[src/hdl/wrapping_timer_frequency_meter_top_macros.svh]
// Assertion macros for the wrapping timer frequency meter top level.
// Depends on clk and rst_n being visible where a macro is used.
`ifndef WRAPPING_TIMER_FREQUENCY_METER_TOP_MACROS_SVH
`define WRAPPING_TIMER_FREQUENCY_METER_TOP_MACROS_SVH

// Same-cycle implication, checked outside reset.
`define WTFM_ASSERT_NOW(lbl, ante, cons) \
  lbl: assert property (@(posedge clk) disable iff (!rst_n) (ante) |-> (cons)) \
    else $error("wtfm: same-cycle check failed");

// Next-cycle implication, checked outside reset.
`define WTFM_ASSERT_NEXT(lbl, ante, cons) \
  lbl: assert property (@(posedge clk) disable iff (!rst_n) (ante) |=> (cons)) \
    else $error("wtfm: next-cycle check failed");

`endif

[src/hdl/wtfm_pkg.sv]
// Shared constants for the wrapping timer frequency meter.
// No dependencies.
`default_nettype none

package wtfm_pkg;

  // Register indexes on the configuration port (byte address = 4 * index).
  typedef enum logic [1:0] {
    REG_MODE     = 2'd0,
    REG_REF_FREQ = 2'd1,
    REG_WINDOW   = 2'd2
  } reg_idx_t;

  localparam logic [31:0] REF_FREQ_RST = 32'd3579545;
  localparam logic [31:0] WINDOW_RST   = 32'd10000000;
  localparam logic [31:0] MASK_24      = 32'h00FF_FFFF;
  localparam logic [63:0] SPAN_24      = 64'h0000_0000_0100_0000;
  localparam logic [63:0] SPAN_32      = 64'h0000_0001_0000_0000;
  localparam logic [5:0]  DIV_LAST     = 6'd63;

endpackage

`default_nettype wire

[src/hdl/wrapping_timer_frequency_meter_top.sv]
// A word that closes no window is taken while in_ready is high; the next word may follow at once.
// A word that closes the window holds in_ready low (without the divider if the result saturates) for
// two 32x32 multiplier passes, a sum, a range check and a 64-step divider on one subtractor.
// Its result is posted as in_ready returns, later while the output register is still full.
// Reset (rst_n, synchronous, active low): idle, registers at defaults, no result pending.
// Depends on wtfm_pkg and wrapping_timer_frequency_meter_top_macros.svh.
`default_nettype none

module wrapping_timer_frequency_meter_top (
  input  wire logic        clk,
  input  wire logic        rst_n,
  // input channel
  input  wire logic        in_valid,
  output logic             in_ready,
  input  wire logic        in_start_req,
  input  wire logic [31:0] in_timer_sample,
  input  wire logic [63:0] in_cycle_count,
  // result channel
  output logic             out_valid,
  input  wire logic        out_ready,
  output logic [63:0]      out_frequency,
  output logic [63:0]      out_tick_delta,
  output logic [63:0]      out_cycle_delta,
  // configuration port
  input  wire logic        psel,
  input  wire logic        penable,
  input  wire logic        pwrite,
  input  wire logic [3:0]  paddr,
  input  wire logic [31:0] pwdata,
  output logic [31:0]      prdata,
  output logic             pready
);

  // Sequencer: IDLE takes words; the rest runs the multiply-divide once per window.
  typedef enum logic [2:0] {
    ST_IDLE,
    ST_MUL_LO,
    ST_MUL_HI,
    ST_SUM,
    ST_CHK,
    ST_DIV,
    ST_DONE
  } state_t;

  state_t      state_r, state_nxt;

  // configuration registers
  logic        mode_r, mode_nxt;          // 1 = 32-bit reference timer
  logic [31:0] ref_freq_r, ref_freq_nxt;
  logic [31:0] window_r, window_nxt;

  // measurement state
  logic        measuring_r, measuring_nxt;
  logic [31:0] base_timer_r, base_timer_nxt;
  logic [63:0] base_cycles_r, base_cycles_nxt;
  logic [31:0] prev_timer_r, prev_timer_nxt;
  logic [63:0] wrap_total_r, wrap_total_nxt;

  // arithmetic datapath
  logic [63:0] ticks_r, ticks_nxt;        // divisor and tick_delta
  logic [63:0] dcyc_r, dcyc_nxt;          // cycle_delta
  logic [63:0] p_lo_r, p_lo_nxt;
  logic [63:0] p_hi_r, p_hi_nxt;
  logic [63:0] rem_r, rem_nxt;            // partial remainder
  logic [63:0] quo_r, quo_nxt;            // dividend bits out, quotient bits in
  logic [5:0]  cnt_r, cnt_nxt;

  // output register
  logic        out_valid_r, out_valid_nxt;
  logic [63:0] out_freq_r, out_freq_nxt;
  logic [63:0] out_ticks_r, out_ticks_nxt;
  logic [63:0] out_cyc_r, out_cyc_nxt;

  // combinational helpers
  logic [31:0] cur_sample;
  logic [63:0] wrap_sum;
  logic [63:0] ticks_now;
  logic        window_hit;
  logic [31:0] mul_b;
  logic [63:0] mul_p;
  logic [95:0] prod_sum;
  logic [63:0] div_shift;
  logic [64:0] div_diff;
  logic        div_take;
  logic        cfg_wr;
  logic        done_go;

  assign in_ready = (state_r == ST_IDLE);
  assign out_valid = out_valid_r;
  assign out_frequency = out_freq_r;
  assign out_tick_delta = out_ticks_r;
  assign out_cycle_delta = out_cyc_r;
  assign pready = 1'b1;
  assign cfg_wr = psel && penable && pwrite;

  // Mask the sample to the current timer width; a drop counts as one wrap.
  assign cur_sample = mode_r ? in_timer_sample : (in_timer_sample & wtfm_pkg::MASK_24);
  assign wrap_sum = (cur_sample < prev_timer_r)
                  ? wrap_total_r + (mode_r ? wtfm_pkg::SPAN_32 : wtfm_pkg::SPAN_24)
                  : wrap_total_r;
  assign ticks_now = {32'd0, cur_sample} + wrap_sum - {32'd0, base_timer_r};
  assign window_hit = (ticks_now >= {32'd0, window_r});

  // One 32x32 multiplier, used for the low then the high half of cycle_delta.
  assign mul_b = (state_r == ST_MUL_HI) ? dcyc_r[63:32] : dcyc_r[31:0];
  assign mul_p = 64'(mul_b) * 64'(ref_freq_r);
  assign prod_sum = {32'd0, p_lo_r} + {p_hi_r, 32'd0};

  // Restoring divide step: shift in the next dividend bit, subtract if it fits.
  assign div_shift = {rem_r[62:0], quo_r[63]};
  assign div_diff = {1'b0, div_shift} - {1'b0, ticks_r};
  assign div_take = rem_r[63] || !div_diff[64];

  // Result stage may hand over once the output register is free.
  assign done_go = (state_r == ST_DONE) && (!out_valid_r || out_ready);

  // Register readback.
  always_comb begin
    unique case (paddr[3:2])
      wtfm_pkg::REG_MODE:     prdata = {31'd0, mode_r};
      wtfm_pkg::REG_REF_FREQ: prdata = ref_freq_r;
      wtfm_pkg::REG_WINDOW:   prdata = window_r;
      default:                prdata = 32'd0;
    endcase
  end

  always_comb begin
    state_nxt       = state_r;
    mode_nxt        = mode_r;
    ref_freq_nxt    = ref_freq_r;
    window_nxt      = window_r;
    measuring_nxt   = measuring_r;
    base_timer_nxt  = base_timer_r;
    base_cycles_nxt = base_cycles_r;
    prev_timer_nxt  = prev_timer_r;
    wrap_total_nxt  = wrap_total_r;
    ticks_nxt       = ticks_r;
    dcyc_nxt        = dcyc_r;
    p_lo_nxt        = p_lo_r;
    p_hi_nxt        = p_hi_r;
    rem_nxt         = rem_r;
    quo_nxt         = quo_r;
    cnt_nxt         = cnt_r;
    out_freq_nxt    = out_freq_r;
    out_ticks_nxt   = out_ticks_r;
    out_cyc_nxt     = out_cyc_r;
    // drop the pending result once it is taken
    out_valid_nxt   = out_valid_r && !out_ready;

    // Writes beyond the register list are ignored.
    if (cfg_wr) begin
      case (paddr[3:2])
        wtfm_pkg::REG_MODE:     mode_nxt = pwdata[0];
        wtfm_pkg::REG_REF_FREQ: ref_freq_nxt = pwdata;
        wtfm_pkg::REG_WINDOW:   window_nxt = pwdata;
        default: ;
      endcase
    end

    unique case (state_r)
      ST_IDLE: begin
        if (in_valid) begin
          if (in_start_req) begin
            // capture the baseline and (re)arm
            base_timer_nxt  = cur_sample;
            prev_timer_nxt  = cur_sample;
            base_cycles_nxt = in_cycle_count;
            wrap_total_nxt  = 64'd0;
            measuring_nxt   = 1'b1;
          end else if (measuring_r) begin
            wrap_total_nxt = wrap_sum;
            prev_timer_nxt = cur_sample;
            if (window_hit) begin
              ticks_nxt     = ticks_now;
              dcyc_nxt      = in_cycle_count - base_cycles_r;
              measuring_nxt = 1'b0;
              state_nxt     = ST_MUL_LO;
            end
          end
        end
      end
      ST_MUL_LO: begin
        p_lo_nxt  = mul_p;
        state_nxt = ST_MUL_HI;
      end
      ST_MUL_HI: begin
        p_hi_nxt  = mul_p;
        state_nxt = ST_SUM;
      end
      ST_SUM: begin
        rem_nxt   = {32'd0, prod_sum[95:64]};
        quo_nxt   = prod_sum[63:0];
        state_nxt = ST_CHK;
      end
      ST_CHK: begin
        // quotient would not fit in 64 bits (or divisor is zero): saturate
        if (rem_r >= ticks_r) begin
          quo_nxt   = '1;
          state_nxt = ST_DONE;
        end else begin
          cnt_nxt   = wtfm_pkg::DIV_LAST;
          state_nxt = ST_DIV;
        end
      end
      ST_DIV: begin
        rem_nxt = div_take ? div_diff[63:0] : div_shift;
        quo_nxt = {quo_r[62:0], div_take};
        if (cnt_r == 6'd0) begin
          state_nxt = ST_DONE;
        end else begin
          cnt_nxt = cnt_r - 6'd1;
        end
      end
      ST_DONE: begin
        // hold until the output register is free
        if (done_go) begin
          out_freq_nxt  = quo_r;
          out_ticks_nxt = ticks_r;
          out_cyc_nxt   = dcyc_r;
          out_valid_nxt = 1'b1;
          state_nxt     = ST_IDLE;
        end
      end
      default: state_nxt = ST_IDLE;
    endcase
  end

  always_ff @(posedge clk) begin
    if (!rst_n) begin
      state_r       <= ST_IDLE;
      mode_r        <= 1'b0;
      ref_freq_r    <= wtfm_pkg::REF_FREQ_RST;
      window_r      <= wtfm_pkg::WINDOW_RST;
      measuring_r   <= 1'b0;
      base_timer_r  <= 32'd0;
      base_cycles_r <= 64'd0;
      prev_timer_r  <= 32'd0;
      wrap_total_r  <= 64'd0;
      out_valid_r   <= 1'b0;
    end else begin
      state_r       <= state_nxt;
      mode_r        <= mode_nxt;
      ref_freq_r    <= ref_freq_nxt;
      window_r      <= window_nxt;
      measuring_r   <= measuring_nxt;
      base_timer_r  <= base_timer_nxt;
      base_cycles_r <= base_cycles_nxt;
      prev_timer_r  <= prev_timer_nxt;
      wrap_total_r  <= wrap_total_nxt;
      out_valid_r   <= out_valid_nxt;
    end
    // payload registers: no reset
    ticks_r     <= ticks_nxt;
    dcyc_r      <= dcyc_nxt;
    p_lo_r      <= p_lo_nxt;
    p_hi_r      <= p_hi_nxt;
    rem_r       <= rem_nxt;
    quo_r       <= quo_nxt;
    cnt_r       <= cnt_nxt;
    out_freq_r  <= out_freq_nxt;
    out_ticks_r <= out_ticks_nxt;
    out_cyc_r   <= out_cyc_nxt;
  end

`include "wrapping_timer_frequency_meter_top_macros.svh"

  // The meter is disarmed for the whole multiply-divide.
  `WTFM_ASSERT_NOW(a_busy_disarmed, state_r != ST_IDLE, !measuring_r)
  // A finished result always lands in the output register.
  `WTFM_ASSERT_NEXT(a_done_loads, done_go, out_valid_r && state_r == ST_IDLE)
  // The last divide step leads to the result stage.
  `WTFM_ASSERT_NEXT(a_div_ends, state_r == ST_DIV && cnt_r == 6'd0, state_r == ST_DONE)

endmodule

`default_nettype wire
[config.mk]
export PLATFORM = sky130hd
export DESIGN_NAME = wrapping_timer_frequency_meter_top
export DESIGN_NICKNAME = d
export VERILOG_FILES = /design/src/hdl/wtfm_pkg.sv /design/src/hdl/wrapping_timer_frequency_meter_top.sv
export VERILOG_INCLUDE_DIRS = /design/src /design/src/hdl
export SDC_FILE = /design/constraint.sdc
export NUM_CORES = 2
export LEC_CHECK = 0
export CAP_MARGIN = 20
export CORE_ASPECT_RATIO = 0.9
export CORE_MARGIN = 5
export CORE_UTILIZATION = 67
export CTS_BUF_LIST = sky130_fd_sc_hd__clkbuf_8
export CTS_CLUSTER_DIAMETER = 150
export CTS_CLUSTER_SIZE = 24
export DETAILED_ROUTE_END_ITERATION = 7
export DONT_BUFFER_PORTS = 1
export GPL_ROUTABILITY_DRIVEN = 0
export PLACE_DENSITY = 0.94
export SYNTH_ARGS = -nofsm -noshare
export SYNTH_HDL_FRONTEND = slang
export SYNTH_SLANG_ARGS = --single-unit
[constraint.sdc]
create_clock -name clk -period 39.5 [get_ports clk]
set_input_delay 5.925 -clock clk [delete_from_list [all_inputs] [get_ports clk]]
set_output_delay 5.925 -clock clk [all_outputs]
set_load 0.03 [all_outputs]
==> impl_metrics.py <==
metrics = {
    "run_status": {
        "status": "complete, but fails checks",
        "failed_checks": "design-rule violations",
    },
    "worst_setup_path": {
        "crit_family": "simple AND/OR/NAND/NOR gates",
        "path_class": "input port to flop",
        "slowest_delay_ns": 0.91,
        "crit_buf_inv": 2,
        "critPathArrivalTime_ns": 15.02,
        "crit_path_start_kind": "input port",
        "path_max_fanout": 64,
        "required_ns": 39.86,
        "critPathCaptureType": "flop",
        "cpMaxStageDelayCell": "nor4b_4",
    },
    "clock_network": {
        "clockRootBuffer": "clkbuf_8",
        "cts_hold_buf": 0,
        "cts_tree": "yes",
        "cts_buffers": 40,
        "clk_pin_slew_ns": 0.17,
        "cts_resized": 0,
        "clkSinkCount": 820,
        "clock_latency_ns": 0.80,
        "h-tree-depth": 2,
        "clk_path_buf_depth": 3,
        "post-cts-setup-buffers": 0,
    },
    "layout": {
        "area_growth_pct": 2.37,
        "fill_cells": 7682,
        "final_common_cell": "inv_1",
        "finalNetCount": 9978,
        "layout_common_cells": "1295 x inv_1, 1270 x nand2_1, 908 x fa_1, 640 x ha_1, 587 x a21oi_1",
        "seq_area_sq_um": 22200,
        "multi_input_area_sq_um": 51900,
        "drive_above_1_share": 0.0278,
        "final_util": 0.691,
    },
    "synthesis": {
        "synth-seq-cells": 820,
        "synth_cell_types": 97,
        "synth_warnings": 0,
        "ys_seq_area_frac": 0.277,
        "synth_flop_cell": "edfxtp_1",
        "synth_edf_count": 582,
        "syn_inst": 8587,
        "syn_nets": 10300,
        "async_reset_ff_frac": 0,
        "syn_avg_cell_area_sq_um": 9.36,
        "synth_area_sq_um": 80400,
    },
    "sta": {
        "period_minus_slack_ns": 14.66,
        "fmax_mhz": 68.2,
        "fin_worst_skew_ns": 0.0901,
        "period_share": 0.371,
        "finalSetupTns_ns": 0,
        "drv_slew": 0,
        "relSlewSlack": 0.175,
        "worstMarginPinSlew_ns": 1.23,
        "setup_viol": 0,
        "rsz0062_at_grt": "false",
        "hold_viol": 0,
    },
    "floorplan": {
        "initial_core_util": 0.675,
        "die_y_microns": 339,
        "die-area_sq_um": 127000,
        "dieWidth_microns": 375,
        "core_sq_um": 119000,
        "rows": 120,
        "ios": 367,
    },
    "power": {
        "p_leak_nw": 36.7,
        "power.density_nw_per_um2": 68.6,
        "ir_drop_uv": 245,
    },
    "route": {
        "detail_route.vias_per_cell": 6.75,
        "antenna_left": 0,
        "drt_iter0_drc": 11200,
        "num_vias": 66900,
        "routed_wl_mm": 248,
        "drc_errors": 274,
        "post_drt_wl_per_cell_microns": 25.0,
        "firstDrtPassIters": 8,
    },
    "global_route": {
        "grt_pass1_vias": 68800,
        "grtUsageTotal": 0.382,
        "grt-ovfl-total": 0,
        "grt_max_degree": 110,
        "grt_pass1_wl_mm": 382,
        "antenna_found_initial": 14,
    },
    "place": {
        "port_buffers": 0,
        "place_hpwl_mm": 191,
    },
    "flow_run": {
        "timing.max_cap.violations": 0,
    },
    "worst_hold_path": {
        "hp-class": "flop to flop",
    },
}
## synthesized netlist by cell type (23+ instances only)
| library cell | instances | area (sq um) |
|---|---|---|
| nand2_1 | 1272 | 4770 |
| inv_1 | 1267 | 4760 |
| fa_1 | 908 | 18200 |
| ha_1 | 640 | 8010 |
| a21oi_1 | 587 | 2940 |
| edfxtp_1 | 582 | 17500 |
| and2_1 | 468 | 2930 |
| clkbuf_1 | 403 | 1510 |
| nor2_1 | 281 | 1050 |
| o21ai_0 | 255 | 1280 |
| dfxtp_1 | 238 | 4760 |
| a21o_1 | 176 | 1320 |
| xnor2_1 | 176 | 1540 |
| xor2_1 | 141 | 1230 |
| nand3_1 | 117 | 586 |
| nor3_1 | 88 | 440 |
| nand4_1 | 87 | 544 |
| a31oi_1 | 78 | 488 |
| and3_1 | 70 | 438 |
| o21bai_1 | 52 | 390 |
| o21a_1 | 50 | 375 |
| a211oi_1 | 48 | 360 |
| o211ai_1 | 45 | 338 |
| nor2b_1 | 42 | 263 |
| nand2b_1 | 41 | 257 |
| mux2i_1 | 39 | 390 |
| a22o_1 | 34 | 298 |
| mux2_2 | 34 | 383 |
| nor4_1 | 23 | 144 |
## report_power, final
part / switching, mW / internal (mW)
logic: 2.61 / 1.36
registers: 0.0237 / 1.27
clock network: 0.276 / 0.0990
total: 2.91 / 2.73
## final cells by class
type,instances,area share
timing repair buffer,84,0.00806
sequential,820,0.270
clock buffer,40,0.00669
tap,1586,0.0241
antenna,8,0.000243
clock inverter,33,0.00192
multi-input combinational,6076,0.631
inverter,1268,0.0579
## logic make-up after synthesis
kind of cell,share of synthesized area
AO/OA/AOI/OAI,0.122
multiplexers,0.00962
other,0.0000467
XOR/XNOR,0.0346
adder cells (fa/ha/maj),0.326
AND/OR/NAND/NOR,0.152
flip-flops,0.277
buffers and inverters,0.0791
## stage by stage
step                      cells  hold slack, ns  cell area [sq um]  total power, mW  worst slack (ns)
after CTS                  9898           0.443              82100             5.37             25.42
after global placement     9825           0.424              81400             4.71             25.05
after global routing       9909           0.466              82200             5.85             24.54
after detailed placement   9825           0.435              81400             4.99             24.69
after floorplan            8587           0.420              80400             3.73             22.41
final                      9915           0.436              82300             5.64             24.84
## routing by layer
| layer | part of all wire | GRT usage |
|---|---|---|
| met5 | 0.0012 | 0.0128 |
| met1 | 0.32 | 0.462 |
| met3 | 0.17 | 0.160 |
| met2 | 0.43 | 0.573 |
| met4 | 0.081 | 0.228 |
## worst reg2reg max path: cells and delay by family (launching register included)
| family | cells | cell delay [ns] |
|---|---|---|
| compound gates | 7 | 1.55 |
| mux | 1 | 0.95 |
| flops | 1 | 0.66 |
| fa+ha+maj | 9 | 4.64 |
| xor+xnor | 1 | 0.26 |
| buf+inv | 7 | 1.76 |
| simple gates | 5 | 1.66 |
## worst paths after layout
kind,startpoint,to,slack (ns),cells after the start
worst max register to register,state_r[1],p_hi_r[55],27.78,30
worst min register to register,dcyc_r[17],out_cycle_delta[17],0.44,0
worst max-delay path,in_timer_sample[31],dcyc_r[39],24.84,29
worst min-delay path,dcyc_r[17],out_cycle_delta[17],0.44,0
Power figures use the tool's default switching activity.
